<file path="config.mk">
export PLATFORM = sky130hd
export DESIGN_NAME = terminal_escape_filter_top
export DESIGN_NICKNAME = d
export VERILOG_FILES = /design/src/hdl/tef_pkg.sv /design/src/hdl/terminal_escape_filter_top.sv /design/src/hdl/tef_front.sv /design/src/hdl/tef_queue.sv /design/src/hdl/tef_back.sv
export SDC_FILE = /design/constraint.sdc
export NUM_CORES = 1
export LEC_CHECK = 0
export BUFFER_PORTS_ARGS = -buffer_cell sky130_fd_sc_hd__buf_4
export CORE_MARGIN = 8
export CORE_UTILIZATION = 55
export DETAILED_ROUTE_END_ITERATION = 6
export PLACE_DENSITY = 0.73
export REMOVE_ABC_BUFFERS = 1
export SLEW_MARGIN = 10
export SYNTH_ARGS = -nofsm -noshare
export SYNTH_HDL_FRONTEND = slang
export SYNTH_SLANG_ARGS = --single-unit
</file>
<file path="constraint.sdc">
create_clock -name aclk -period 4.6 [get_ports aclk]
set_input_delay 0.92 -clock aclk [delete_from_list [all_inputs] [get_ports aclk]]
set_output_delay 0.92 -clock aclk [all_outputs]
set_load 0.05 [all_outputs]
</file>
<file path="src/hdl/tef_pkg.sv">
package tef_pkg;

    typedef enum logic [2:0] {
        MODE_TEXT    = 3'd0,
        MODE_ESC     = 3'd1,
        MODE_CSI     = 3'd2,
        MODE_OSC     = 3'd3,
        MODE_OSC_ESC = 3'd4
    } mode_t;

    typedef enum logic [1:0] {
        ACT_PUSH  = 2'd0,
        ACT_BACK  = 2'd1,
        ACT_CLEAR = 2'd2
    } action_t;

    typedef struct packed {
        action_t    action;
        logic [7:0] out_char;
    } item_t;

    // Depth of the queue between the parser and the output stage
    localparam int QUEUE_DEPTH = 4;
    localparam int QPTR_W      = 2;

    localparam logic [7:0] CH_BEL    = 8'h07;
    localparam logic [7:0] CH_BS     = 8'h08;
    localparam logic [7:0] CH_TAB    = 8'h09;
    localparam logic [7:0] CH_LF     = 8'h0A;
    localparam logic [7:0] CH_ESC    = 8'h1B;
    localparam logic [7:0] CH_SPACE  = 8'h20;
    localparam logic [7:0] CH_ZERO   = 8'h30;
    localparam logic [7:0] CH_NINE   = 8'h39;
    localparam logic [7:0] CH_LT     = 8'h3C;
    localparam logic [7:0] CH_EQ     = 8'h3D;
    localparam logic [7:0] CH_GT     = 8'h3E;
    localparam logic [7:0] CH_QMARK  = 8'h3F;
    localparam logic [7:0] CH_FINLO  = 8'h40;
    localparam logic [7:0] CH_J      = 8'h4A;
    localparam logic [7:0] CH_LBRACK = 8'h5B;
    localparam logic [7:0] CH_BSLASH = 8'h5C;
    localparam logic [7:0] CH_RBRACK = 8'h5D;
    localparam logic [7:0] CH_C      = 8'h63;
    localparam logic [7:0] CH_H      = 8'h68;
    localparam logic [7:0] CH_L      = 8'h6C;
    localparam logic [7:0] CH_FINHI  = 8'h7E;
    localparam logic [7:0] CH_DEL    = 8'h7F;

    localparam logic [15:0] PV_ALT_47   = 16'd47;
    localparam logic [15:0] PV_ALT_1047 = 16'd1047;
    localparam logic [15:0] PV_ALT_1049 = 16'd1049;
    localparam logic [15:0] PV_ED_ALL   = 16'd2;
    localparam logic [15:0] PV_ED_SCRL  = 16'd3;
    localparam logic [15:0] PV_MAX      = 16'hFFFF;

endpackage

</file>
<file path="src/hdl/terminal_escape_filter_top.sv">
// Terminal escape filter: takes one terminal byte per request on the s_ channel and
// delivers at most one screen action per byte on the m_ channel (push character,
// backspace, clear screen). A byte is accepted every cycle while the four-entry action
// queue has room, so the sustained rate is one byte per clock; a byte that yields an
// action is written into the queue at its accepting edge and then loaded into the
// registered output stage, which raises m_valid. The parser state (text, escape,
// CSI, OSC, OSC-escape) and the first CSI parameter are updated in the cycle the byte
// is accepted, with a single multiply-by-ten add per digit. When the m_ side stalls,
// actions collect in the queue and s_ready drops only once it is full.
module terminal_escape_filter_top #(
    parameter int PARAM_BUF_BYTES = 64
) (
    input  logic       aclk,
    input  logic       aresetn,
    input  logic       s_valid,
    output logic       s_ready,
    input  logic [7:0] s_in_byte,
    output logic       m_valid,
    input  logic       m_ready,
    output logic [1:0] m_action,
    output logic [7:0] m_out_char
);

    logic           take;
    logic           push;
    tef_pkg::item_t push_item;
    logic           q_full, q_nonempty, q_pop;
    tef_pkg::item_t q_head;

    // Accept a request whenever the queue can hold its action
    assign s_ready = !q_full;
    assign take    = s_valid && s_ready;

    // Front: decode the byte and advance the parser
    tef_front #(
        .PARAM_BUF_BYTES(PARAM_BUF_BYTES)
    ) u_front (
        .aclk   (aclk),
        .aresetn(aresetn),
        .take   (take),
        .in_byte(s_in_byte),
        .push   (push),
        .item   (push_item)
    );

    // Queue: hold actions until the output side takes them
    tef_queue u_queue (
        .aclk     (aclk),
        .aresetn  (aresetn),
        .push     (push),
        .push_item(push_item),
        .full     (q_full),
        .pop      (q_pop),
        .nonempty (q_nonempty),
        .head     (q_head)
    );

    // Back: registered output stage
    tef_back u_back (
        .aclk      (aclk),
        .aresetn   (aresetn),
        .q_nonempty(q_nonempty),
        .q_head    (q_head),
        .q_pop     (q_pop),
        .m_valid   (m_valid),
        .m_ready   (m_ready),
        .m_action  (m_action),
        .m_out_char(m_out_char)
    );

endmodule

</file>
<file path="src/hdl/tef_front.sv">
module tef_front #(
    parameter int PARAM_BUF_BYTES = 64
) (
    input  logic           aclk,
    input  logic           aresetn,
    input  logic           take,
    input  logic [7:0]     in_byte,
    output logic           push,
    output tef_pkg::item_t item
);

    localparam int CntW = (PARAM_BUF_BYTES > 2) ? $clog2(PARAM_BUF_BYTES) : 1;
    localparam logic [CntW-1:0] CntLast = CntW'(PARAM_BUF_BYTES - 1);

    tef_pkg::mode_t mode_reg, mode_next;
    logic [CntW-1:0] cnt_reg, cnt_next;
    logic            quest_reg, quest_next;
    logic            seen_reg, seen_next;
    logic            ended_reg, ended_next;
    logic [15:0]     val_reg, val_next;

    logic        is_digit, is_final, is_prefix, room, csi_clr;
    logic [19:0] mac;

    assign is_digit  = (in_byte >= tef_pkg::CH_ZERO) && (in_byte <= tef_pkg::CH_NINE);
    assign is_final  = (in_byte >= tef_pkg::CH_FINLO) && (in_byte <= tef_pkg::CH_FINHI);
    assign is_prefix = (cnt_reg == '0) &&
                       (in_byte == tef_pkg::CH_QMARK || in_byte == tef_pkg::CH_GT ||
                        in_byte == tef_pkg::CH_LT || in_byte == tef_pkg::CH_EQ);
    assign room      = (cnt_reg != CntLast);
    // value*10 + digit as (v<<3) + (v<<1) + d
    assign mac = {1'b0, val_reg, 3'b000} + {3'b000, val_reg, 1'b0}
               + {16'd0, 4'(in_byte - tef_pkg::CH_ZERO)};

    always_comb begin
        csi_clr = 1'b0;
        if (in_byte == tef_pkg::CH_J) begin
            csi_clr = seen_reg && (val_reg == tef_pkg::PV_ED_ALL ||
                                   val_reg == tef_pkg::PV_ED_SCRL);
        end else if (in_byte == tef_pkg::CH_H || in_byte == tef_pkg::CH_L) begin
            csi_clr = (cnt_reg != '0) && quest_reg && seen_reg &&
                      (val_reg == tef_pkg::PV_ALT_47 || val_reg == tef_pkg::PV_ALT_1047 ||
                       val_reg == tef_pkg::PV_ALT_1049);
        end
    end

    // Next parser mode
    always_comb begin
        case (mode_reg)
            tef_pkg::MODE_ESC: begin
                if (in_byte == tef_pkg::CH_LBRACK) mode_next = tef_pkg::MODE_CSI;
                else if (in_byte == tef_pkg::CH_RBRACK) mode_next = tef_pkg::MODE_OSC;
                else mode_next = tef_pkg::MODE_TEXT;
            end
            tef_pkg::MODE_CSI: begin
                mode_next = is_final ? tef_pkg::MODE_TEXT : tef_pkg::MODE_CSI;
            end
            tef_pkg::MODE_OSC: begin
                if (in_byte == tef_pkg::CH_BEL) mode_next = tef_pkg::MODE_TEXT;
                else if (in_byte == tef_pkg::CH_ESC) mode_next = tef_pkg::MODE_OSC_ESC;
                else mode_next = tef_pkg::MODE_OSC;
            end
            tef_pkg::MODE_OSC_ESC: begin
                mode_next = (in_byte == tef_pkg::CH_BSLASH) ? tef_pkg::MODE_TEXT
                                                            : tef_pkg::MODE_OSC;
            end
            default: begin
                mode_next = (in_byte == tef_pkg::CH_ESC) ? tef_pkg::MODE_ESC
                                                         : tef_pkg::MODE_TEXT;
            end
        endcase
    end

    // Action and parameter tracking
    always_comb begin
        push          = 1'b0;
        item.action   = tef_pkg::ACT_PUSH;
        item.out_char = 8'd0;
        cnt_next      = cnt_reg;
        quest_next    = quest_reg;
        seen_next     = seen_reg;
        ended_next    = ended_reg;
        val_next      = val_reg;
        case (mode_reg)
            tef_pkg::MODE_ESC: begin
                if (in_byte == tef_pkg::CH_LBRACK) begin
                    cnt_next   = '0;
                    quest_next = 1'b0;
                    seen_next  = 1'b0;
                    ended_next = 1'b0;
                    val_next   = '0;
                end else if (in_byte == tef_pkg::CH_C) begin
                    push        = take;
                    item.action = tef_pkg::ACT_CLEAR;
                end
            end
            tef_pkg::MODE_CSI: begin
                if (is_final) begin
                    push        = take && csi_clr;
                    item.action = tef_pkg::ACT_CLEAR;
                    cnt_next    = '0;
                    quest_next  = 1'b0;
                    seen_next   = 1'b0;
                    ended_next  = 1'b0;
                    val_next    = '0;
                end else if (room) begin
                    cnt_next = cnt_reg + 1'b1;
                    if (is_prefix) begin
                        quest_next = (in_byte == tef_pkg::CH_QMARK);
                    end else if (!ended_reg) begin
                        if (is_digit) begin
                            val_next  = (mac > 20'(tef_pkg::PV_MAX)) ? tef_pkg::PV_MAX
                                                                     : mac[15:0];
                            seen_next = 1'b1;
                        end else begin
                            ended_next = 1'b1;
                        end
                    end
                end
            end
            tef_pkg::MODE_OSC, tef_pkg::MODE_OSC_ESC: begin
                push = 1'b0;
            end
            default: begin
                if (in_byte == tef_pkg::CH_BS || in_byte == tef_pkg::CH_DEL) begin
                    push        = take;
                    item.action = tef_pkg::ACT_BACK;
                end else if (in_byte == tef_pkg::CH_ESC) begin
                    push = 1'b0;
                end else if (in_byte >= tef_pkg::CH_SPACE || in_byte == tef_pkg::CH_LF ||
                             in_byte == tef_pkg::CH_TAB) begin
                    push          = take;
                    item.out_char = in_byte;
                end
            end
        endcase
    end

    always_ff @(posedge aclk) begin
        if (!aresetn) begin
            mode_reg  <= tef_pkg::MODE_TEXT;
            cnt_reg   <= '0;
            quest_reg <= 1'b0;
            seen_reg  <= 1'b0;
            ended_reg <= 1'b0;
            val_reg   <= '0;
        end else if (take) begin
            mode_reg  <= mode_next;
            cnt_reg   <= cnt_next;
            quest_reg <= quest_next;
            seen_reg  <= seen_next;
            ended_reg <= ended_next;
            val_reg   <= val_next;
        end
    end

endmodule

</file>
<file path="src/hdl/tef_queue.sv">
module tef_queue (
    input  logic           aclk,
    input  logic           aresetn,
    input  logic           push,
    input  tef_pkg::item_t push_item,
    output logic           full,
    input  logic           pop,
    output logic           nonempty,
    output tef_pkg::item_t head
);

    tef_pkg::item_t mem_reg [tef_pkg::QUEUE_DEPTH];
    logic [tef_pkg::QPTR_W-1:0] wr_reg, rd_reg;
    logic [tef_pkg::QPTR_W:0]   cnt_reg, cnt_next;
    logic do_push, do_pop;

    assign full     = (cnt_reg == (tef_pkg::QPTR_W+1)'(tef_pkg::QUEUE_DEPTH));
    assign nonempty = (cnt_reg != '0);
    assign do_push  = push && !full;
    assign do_pop   = pop && nonempty;
    assign head     = mem_reg[rd_reg];

    always_comb begin
        cnt_next = cnt_reg;
        if (do_push && !do_pop) cnt_next = cnt_reg + 1'b1;
        else if (do_pop && !do_push) cnt_next = cnt_reg - 1'b1;
    end

    always_ff @(posedge aclk) begin
        if (!aresetn) begin
            wr_reg  <= '0;
            rd_reg  <= '0;
            cnt_reg <= '0;
        end else begin
            if (do_push) wr_reg <= wr_reg + 1'b1;
            if (do_pop) rd_reg <= rd_reg + 1'b1;
            cnt_reg <= cnt_next;
        end
    end

    always_ff @(posedge aclk) begin
        if (do_push) mem_reg[wr_reg] <= push_item;
    end

    a_no_push_full: assert property (@(posedge aclk) disable iff (!aresetn)
        push |-> !full) else $error("request pushed into full queue");
    a_cnt_bound: assert property (@(posedge aclk) disable iff (!aresetn)
        cnt_reg <= (tef_pkg::QPTR_W+1)'(tef_pkg::QUEUE_DEPTH))
        else $error("queue count out of range");
    a_ptr_gap: assert property (@(posedge aclk) disable iff (!aresetn)
        (cnt_reg != (tef_pkg::QPTR_W+1)'(tef_pkg::QUEUE_DEPTH)) |->
        (cnt_reg[tef_pkg::QPTR_W-1:0] == tef_pkg::QPTR_W'(wr_reg - rd_reg)))
        else $error("queue pointers disagree with count");
    a_cnt_up: assert property (@(posedge aclk) disable iff (!aresetn)
        (do_push && !do_pop) |=> cnt_reg == $past(cnt_reg) + 1'b1)
        else $error("queue count missed a push");

endmodule

</file>
<file path="src/hdl/tef_back.sv">
module tef_back (
    input  logic           aclk,
    input  logic           aresetn,
    input  logic           q_nonempty,
    input  tef_pkg::item_t q_head,
    output logic           q_pop,
    output logic           m_valid,
    input  logic           m_ready,
    output logic [1:0]     m_action,
    output logic [7:0]     m_out_char
);

    logic           valid_reg;
    tef_pkg::item_t item_reg;
    logic           load;

    // Refill the output register when it is empty or being drained
    assign load  = !valid_reg || m_ready;
    assign q_pop = load && q_nonempty;

    always_ff @(posedge aclk) begin
        if (!aresetn) begin
            valid_reg <= 1'b0;
        end else if (load) begin
            valid_reg <= q_nonempty;
        end
    end

    always_ff @(posedge aclk) begin
        if (q_pop) item_reg <= q_head;
    end

    assign m_valid    = valid_reg;
    assign m_action   = item_reg.action;
    assign m_out_char = item_reg.out_char;

endmodule
</file>
==> impl.org, run 1 <==
** Status
- Status :: complete, no violations

** Yosys
- The synthesized netlist occupies a cell area of 4890 um^2.
- Number of flops mapped to enable cells by yosys :: 50
- Synthesized netlist cell count :: 431
- For this run, asynchronously set or reset flops after synthesis account for 0.
- After synthesis the netlist holds a flip-flop and latch count of 86.
- In the synthesized netlist the dominant register cell turns out to be sky130_fd_sc_hd__edfxtp_1.
- For this run, the register share of the synthesized area comes to 0.454.
- In this run, distinct cell masters in the synthesized netlist total 63.
- Number of warning messages in the yosys log :: 0
- After synthesis, the mean cell area works out to 11.3 um^2.

** CTS
- Clock latency on the worst-skew pair, taken at its later pin, is 0.35 ns.
- After clock tree synthesis, the clock-pin slew on the worst setup and hold paths is 0.09 ns.
- Number of buffers added to fix hold violations after cts :: 0
- TritonCTS built the clock tree.
- The tree is rooted in a sky130_fd_sc_hd__clkbuf_8.
- H-tree levels :: 3
- Clock tree synthesis found a total of 86 sinks.
- Counting the buffers created by CTS gives 9.
- Post-CTS Repair Setup Buffers :: 0
- Once the clock tree was built, the resizer swapped 0 gates to a different size.
- No sink is reached through more buffers than the 2 on the longest clock path.

** Placement
- DP Cell Count :: 551
- Final HPWL DP :: 7300 um
- Routability-driven placement finished with a final weighted congestion of 0.892.
- Input and output buffers added on the ports amount to 23.

** Global routing
- Initial antenna violation count :: 0
- Remaining global-route overflow :: 0
- Aggregate global-route resource usage :: 0.171
- Global-route wire length before repair :: 16400 um
- The via count of the first global-routing pass was 3330.
- Entering global routing, the biggest net connects 20 pins.

** Timing
- Final worst hold slack :: 0.475 ns
- The max-slew violation count came to 0.
- Normalized max-slew margin :: 0.502
- In the final timing run, aggregate negative setup slack is 0 ns.
- Post-layout minimum cycle time :: 3.66 ns
- Of the available clock period, the critical path in the final layout requires 0.797.
- Between clock sinks in the finished design, the worst skew comes to 0.00682 ns.
- At the pin with the least slew margin, the transition time is 0.745 ns.
- Maximum operating frequency :: 273 MHz
- Final setup vio count :: 0
- RSZ-0062 raised after global routing :: false
- The hold violation total from the final report was 0.

** Layout
- After filler insertion, the fill cell instance count of the layout stands at 717.
- The library cells used most frequently in the layout, excluding fill and tap cells, are sky130_fd_sc_hd__edfxtp_1 (50), sky130_fd_sc_hd__ha_1 (38), sky130_fd_sc_hd__dfxtp_1 (36).
- Of the cells placed in the final design, the portion with a size suffix greater than 1 is 0.163.
- Most frequent standard cell in the layout excluding fill and tap cells :: sky130_fd_sc_hd__edfxtp_1
- The register with the most flip-flops in the layout has 40 of them.
- ANT cells :: 0
- The area growth from synthesis to layout is 8.98%.
- After the last flow step, the layout net total stands at 507.
- Filler-free cell count of the finished design :: 567

** Drt
- Post-DRT Antenna Nets :: 0
- DRC violation count after routing :: 0
- Via total after detailed routing :: 3390
- The routed design uses 4710 um of met2 wire.
- Detailed-route wire length :: 9840 um
- Wire length on met3 :: 414 um
- Top routing layer in use :: met4
- Dividing the detail-routed via count by the number of cells gives 5.98.
- Detailed-routing wirelength on met1 :: 4520 um
- In this run, the number of DRC markers left after iteration 0 of detailed routing was 228.
- Dividing the detail-routed wire length by the instance count gives 17.3 um.
- For this run, the detailed router's first-pass iteration total came to 4.

** Worst setup path
- The setup path with the least slack is of type input port to register.
- Kind of launch point of the worst setup path :: input port
- Worst endpoint data arrival time :: 3.95 ns
- In this design, the stage delay of the slowest critical-path cell is 0.42 ns.
- Kind of cell adding the most delay to the critical path :: simple AND/OR/NAND/NOR gates
- STA classifies the critical path endpoint as a register.
- Endpoint required time on the critical path :: 4.89 ns
- Crit Path Max Fanout :: 11
- The most critical setup path has its startpoint at s_in_byte[3].
- Most prevalent standard cell on the critical path :: sky130_fd_sc_hd__or3_1
- On the critical path, the stage with the largest delay is an instance of sky130_fd_sc_hd__nor3b_1.
- Launch instance of the worst register-to-register path :: u_front.val_reg[2]
- The critical path contains buffers and inverters numbering 2 combined.
- List of cells traversed by the critical path :: buf_4, nor3b_1, nand3b_1, nor3_1, a31oi_1, or3_1, a21oi_2, ha_1, inv_1, fa_1, xor2_1, or3_1, a21boi_0

** Floorplanning
- Floorplan core area :: 8680 um^2
- Cell Rows :: 34
- DIE WIDTH :: 110 um
- Effective utilization at floorplan :: 0.563
- Pin placement for this block handled 24 I/O pins.
- The die covers 12200 um^2.
- Y dimension of the die :: 110 um

** Power
- Power spread over the standard cell area amounts to 414 nW/um^2.
- Largest voltage drop on the vdd net :: 0.192 mV
- Leakage power figure :: 2.13 nW

** Hold path
- The worst hold path belongs to the class register to register.
- The startpoint identified for the worst hold timing path is u_front.seen_reg.

** Run
- Max-capacitance violation count :: 0
worst reg2reg max path, stage by stage (launching register included):
cell	delay, ns
sky130_fd_sc_hd__dfxtp_1	0.49
sky130_fd_sc_hd__fa_1	0.52
sky130_fd_sc_hd__fa_1	0.51
sky130_fd_sc_hd__a211oi_1	0.31
sky130_fd_sc_hd__or3_1	0.20
sky130_fd_sc_hd__a21oi_1	0.09
sky130_fd_sc_hd__o311ai_0	0.47
sky130_fd_sc_hd__a2bb2oi_2	0.23
sky130_fd_sc_hd__a21boi_4	0.32
sky130_fd_sc_hd__a221o_2	0.17
power by group:
part	switching (W)	leakage [nW]	internal [W]
sequential	0.0000775	0.762	0.000954
clock	0.000288	0.106	0.000260
combinational	0.000387	1.26	0.000242
total	0.000752	2.13	0.00146
Yosys cell counts, types with 4 or more instances:
cell type	count	area, um^2
sky130_fd_sc_hd__edfxtp_1	50	1500
sky130_fd_sc_hd__ha_1	38	475
sky130_fd_sc_hd__dfxtp_1	36	721
sky130_fd_sc_hd__nand2_1	27	101
sky130_fd_sc_hd__a21oi_1	24	120
sky130_fd_sc_hd__nor2_1	23	86.3
sky130_fd_sc_hd__o21ai_0	17	85.1
sky130_fd_sc_hd__and2_1	16	100
sky130_fd_sc_hd__nand3_1	14	70.1
sky130_fd_sc_hd__inv_1	13	48.8
sky130_fd_sc_hd__xnor2_1	13	114
sky130_fd_sc_hd__mux4_2	10	225
sky130_fd_sc_hd__nor2b_1	10	62.6
sky130_fd_sc_hd__nor3_1	9	45.0
sky130_fd_sc_hd__xor2_1	7	61.3
sky130_fd_sc_hd__a221o_2	6	67.6
sky130_fd_sc_hd__a22o_2	6	60.1
sky130_fd_sc_hd__mux2i_1	6	60.1
sky130_fd_sc_hd__nand3b_1	6	45.0
sky130_fd_sc_hd__or3_1	6	37.5
sky130_fd_sc_hd__a21o_1	5	37.5
sky130_fd_sc_hd__buf_2	5	25.0
sky130_fd_sc_hd__nand4_1	5	31.3
sky130_fd_sc_hd__nor3b_1	5	37.5
sky130_fd_sc_hd__a21boi_0	4	30.0
sky130_fd_sc_hd__a221o_1	4	40.0
sky130_fd_sc_hd__a31oi_1	4	25.0
sky130_fd_sc_hd__nor4_1	4	25.0
sky130_fd_sc_hd__o21a_1	4	30.0
routing by layer:
| metal | global-route usage | up-vias |
|---|---|---|
| met5 | 0 | - |
| met4 | 0.0580 | 0 |
| met2 | 0.277 | 73 |
| met1 | 0.222 | 1617 |
| li1 | - | 1686 |
| met3 | 0.0378 | 14 |
worst paths after layout:
| check | slack (ns) | to | depth (start not counted) |
|---|---|---|---|
| hold reg to reg | 0.48 | u_front.seen_reg | 1 |
| hold / removal | 0.48 | u_front.seen_reg | 1 |
| setup / recovery | 0.94 | u_queue.cnt_reg[2] | 13 |
| setup reg to reg | 1.27 | u_front.val_reg[8] | 9 |
layout make-up:
class / instances / area (um^2) / area share
Clock buffer: 9 / 124 / 0.0232
Clock inverter: 7 / 81.3 / 0.0153
Inverter: 13 / 48.8 / 0.00916
Multi-Input combinational cell: 318 / 2520 / 0.473
Sequential cell: 86 / 2220 / 0.417
Tap cell: 108 / 135 / 0.0254
Timing Repair Buffer: 26 / 195 / 0.0366
stage by stage:
step                setup WS, ns  utilization  total power [W]  area [um^2]
floorplan                   1.10            -          0.00149         4790
global placement           0.606        0.590          0.00167         5120
detailed placement         0.587        0.590          0.00169         5120
CTS                        0.986        0.614          0.00223         5330
global route               0.704        0.614          0.00231         5330
finish                     0.935        0.614          0.00221         5330
cells by family (layout without fill, tap and decap cells):
logic type               Yosys count  after routing  synth area share
AO/OA/AOI/OAI                     96             96             0.145
XOR/XNOR                          20             20            0.0358
adder cells (fa/ha/maj)           41             41             0.110
buffers and inverters             27             55            0.0297
flip-flops                        86             86             0.454
multiplexers                      16             16            0.0583
AND/OR/NAND/NOR                  145            145             0.167
No activity file was read; power rests on OpenSTA's default activity.
==> inputs of run 2 (changes only) <==
--- a/config.mk
+++ b/config.mk
@@ -9,7 +9,7 @@
 export CORE_MARGIN = 8
 export CORE_UTILIZATION = 55
 export DETAILED_ROUTE_END_ITERATION = 6
-export PLACE_DENSITY = 0.73
+export PLACE_DENSITY = 0.76
 export REMOVE_ABC_BUFFERS = 1
 export SLEW_MARGIN = 10
 export SYNTH_ARGS = -nofsm -noshare
==> constraint.sdc (replaced) <==
create_clock -name aclk -period 3.2 [get_ports aclk]
set_input_delay 0.64 -clock aclk [delete_from_list [all_inputs] [get_ports aclk]]
set_output_delay 0.64 -clock aclk [all_outputs]
set_load 0.05 [all_outputs]
==> run 2 against run 1 <==
Routed wire length rose by 6.3%. Sequential power grew 44%. Final cell count up 5.8%. Critical path type unchanged.
==> impl.org, run 2 (synthesis results as in run 1) <==
** Drt
- The number of nets with antenna violations after detailed routing is 0 (unchanged).
- The first-pass iteration count of the detailed router is 5 (+1).
- Detailed-route wire length :: 10500 um (+6.3%)
- The via-per-instance ratio was 6.07 (+1.6%).
- The violation count after the first detailed-route iteration came to 219 (-3.9%).
- DRC violation count after routing :: 0 (unchanged)
- Via total after detailed routing :: 3644 (+7.5%)
- The routed wire length per instance is 17.4 um (+0.42%).

** Timing
- Maximum operating frequency :: 323 MHz
- Largest clock skew in the final design :: 0.00706 ns (+0.000239 ns)
- Setup TNS Final :: 0 ns (unchanged)
- Final setup vio count :: 0 (unchanged)
- RSZ-0062 raised after global routing :: false
- The clock period could shrink to 3.10 ns.
- Number of slew-limit violations in the final report :: 0 (unchanged)
- Final hold viol count :: 0 (unchanged)
- The worst-case headroom to the max-slew limit is 0.474 (-0.0288).
- Ratio of final minimum period to clock period :: 0.968
- The pin slew with the least headroom to its limit was 0.789 ns (+0.0431 ns).

** CTS
- The clock net sink count came to 86 (unchanged).
- Clock latency on the worst-skew pair :: 0.35 ns (about the same)
- The clock slew at the register clock pins of the worst setup and hold paths came to 0.08 ns (about the same).
- Number of buffers added to fix hold violations after cts :: 0 (unchanged)
- The TritonCTS buffer count is 9 (unchanged).
- TritonCTS built the clock tree.
- Post-CTS Repair Setup Buffers :: 0 (unchanged)
- The largest buffer count on any clock path came to 2 (unchanged).
- H-tree levels :: 3 (unchanged)
- Cell chosen for the clock root :: sky130_fd_sc_hd__clkbuf_8
- The post-cts resize count is 0 (unchanged).

** Layout
- Register Area :: 2220 um^2 (unchanged)
- The library cell used most frequently in the layout, excluding fill and tap cells, is sky130_fd_sc_hd__buf_4.
- Post-layout utilization of the core :: 0.650 (+0.0356)
- Filler cell count in the final layout :: 696 (-2.9%)
- The share of post-route cells with drive strength above 1 was 0.220 (+0.0561).
- Most used cells in the layout excluding fill and tap cells :: sky130_fd_sc_hd__buf_4 (55), sky130_fd_sc_hd__edfxtp_1 (50), sky130_fd_sc_hd__ha_1 (38)
- The area of the multi-input gates came to 2550 um^2 (+1.0%).
- The number of antenna diodes is 0 (unchanged).
- The number of nets in the layout is 540 (+6.5%).
- The number of flip-flops in the largest register was 40 (unchanged).
- Synthesis-to-layout area growth :: 15.3%

** Floorplanning
- The number of rows created at floorplan was 34 (unchanged).
- The initial standard-cell utilization of the core came to 0.563 (unchanged).
- The horizontal die dimension is 110 um (unchanged).
- I/O Pins :: 24 (unchanged)
- Y dimension of the die :: 110 um (unchanged)
- The total core area came to 8680 um^2 (unchanged).
- Area of the die :: 12200 um^2 (unchanged)

** Power
- The power share of the clock group was 0.232 (-0.016).
- The total internal power is 0.00212 W (+46%).
- Sw frac :: 0.333 (-0.00754)
- Largest voltage drop on the vdd net :: 0.342 mV (+78%)
- The net switching power came to 0.00106 W (+41%).
- The part of the power in combinational logic came to 0.302 (+0.017).
- The sequential share of power came to 0.466 (about the same).
- The static power due to leakage came to 2.30 nW (+8.0%).
- The total power density per cell area came to 565 nW/um^2 (+36%).
- The total power consumption of the routed design was 0.00318 W (+44%).

** Worst setup path
- Slowest cell delay on critical path :: 0.39 ns (-0.03 ns)
- The worst setup path is captured at a register.
- Crit Path Category :: input port to register
- Kind of launch point of the worst setup path :: input port
- Reg-to-reg endpoint :: u_front.val_reg[1]
- Buffers plus inverters on the worst setup path :: 2 (unchanged)
- Worst reg2reg setup slack :: 0.21 ns (-1.06 ns)
- Worst endpoint data arrival time :: 3.38 ns (-0.57 ns)
- The worst register-to-register path begins at u_front.val_reg[0].
- Broken down by cell family, the worst path's largest delay share belongs to simple AND/OR/NAND/NOR gates.
- Crit Path Max Fanout :: 5 (-6)
- Most prevalent standard cell on the critical path :: sky130_fd_sc_hd__or3_1
- The required time of the worst setup path came to 3.48 ns (-1.41 ns).
- The critical path goes through buf_4, nor4bb_1, nand4_1, a21oi_1, a31oi_1, or3_1, a21oi_2, ha_1, inv_1, fa_1, xor2_1, or3_1, a21boi_0.
- The slowest stage of the critical path is the sky130_fd_sc_hd__nor4bb_1 cell.
- The cell count of the worst reg-to-reg path was 10 (+1).

** Hold path
- The startpoint identified for the worst hold timing path is u_back.m_valid.
- The path with the worst hold slack has its endpoint at u_back.m_valid.
- The min-delay analysis places its worst path in the category register to register.
- The worst hold path stage count came to 2 (+1).

** Global routing
- The combined global-route utilization of all metal layers is 0.180 (+0.00904).
- Vias in the first global route :: 3693 (+11%)
- The wire length of the first global-routing pass is 17100 um (+4.3%).
- Remaining global-route overflow :: 0 (unchanged)
- Initial antenna violation count :: 0 (unchanged)
- The maximum number of pins on one net before global-route repair was 20 (unchanged).

** Status
- Status :: complete, no violations

** Placement
- # port buffers :: 23 (unchanged)
- Final HPWL DP :: 7870 um (+7.9%)
- Weighted congestion reported at the end of routability-driven placement :: 0.887 (-0.59%)

** Run
- Max-capacitance violation count :: 0 (unchanged)
-- run 2: cell count changes in the layout (fill, tap and decap cells not counted), sizes merged --
| cell | delta |
|---|---|
| inv | -2 |
| buf | +33 |
| clkinvlp | +1 |
| clkinv | -1 |
| clkbuf | +2 |
-- run 2: power by group through the flow --
stage | Sequential, W | Combinational [W] | Clock (W)
after detailed placement | 0.00151 | 0.000962 | 0
after floorplan | 0.00174 | 0.000409 | 0
after global placement | 0.00150 | 0.000937 | 0
final | 0.00148 | 0.000961 | 0.000739
after global routing | 0.00151 | 0.00102 | 0.000799
after CTS | 0.00149 | 0.000973 | 0.000751
-- run 2: tightest hold or removal path, stage by stage, from the launching register on --
cell	delay (ns)
sky130_fd_sc_hd__dfxtp_1	0.33
sky130_fd_sc_hd__nand2_1	0.05
sky130_fd_sc_hd__a21boi_0	0.06
-- run 2: cell type report --
class,count,area share
clock buffers,11,0.0233
clock inverters,5,0.0104
inverters,13,0.00866
multi-input cells,318,0.452
flip-flops and latches,86,0.394
well taps,108,0.0240
repair buffers,59,0.0874
-- run 2: how the worst max path moves through the flow --
stage          cells after the start          from             endpoint
2_1_floorplan                      9  s_in_byte[3]  u_front.val_reg[10]
3_3_place_gp                      10  s_in_byte[3]  u_front.val_reg[10]
3_5_place_dp                      11  s_in_byte[3]   u_front.val_reg[1]
4_1_cts                           11  s_in_byte[3]   u_front.val_reg[1]
5_1_grt                           13  s_in_byte[4]   u_queue.cnt_reg[2]
6_report                          13  s_in_byte[4]   u_queue.cnt_reg[2]
-- run 2: metrics by stage --
stage	cell area (um^2)	cells	hold WS [ns]	setup WS, ns
final	5640	600	0.485	0.104
after global routing	5640	600	0.511	0.0156
after CTS	5610	600	0.492	0.0408
after detailed placement	5420	584	0.480	-0.286
after global placement	5420	584	0.467	-0.201
after floorplan	4790	417	0.434	-0.0201
-- run 2: routing by layer --
layer  wire (um)  vias to the layer above  global-route usage
li1            -                     1755                   -
met5           0                        -                   0
met1        4220                     1800               0.188
met3         355                       16              0.0320
met2        5640                       73               0.341
met4         232                        0              0.0847
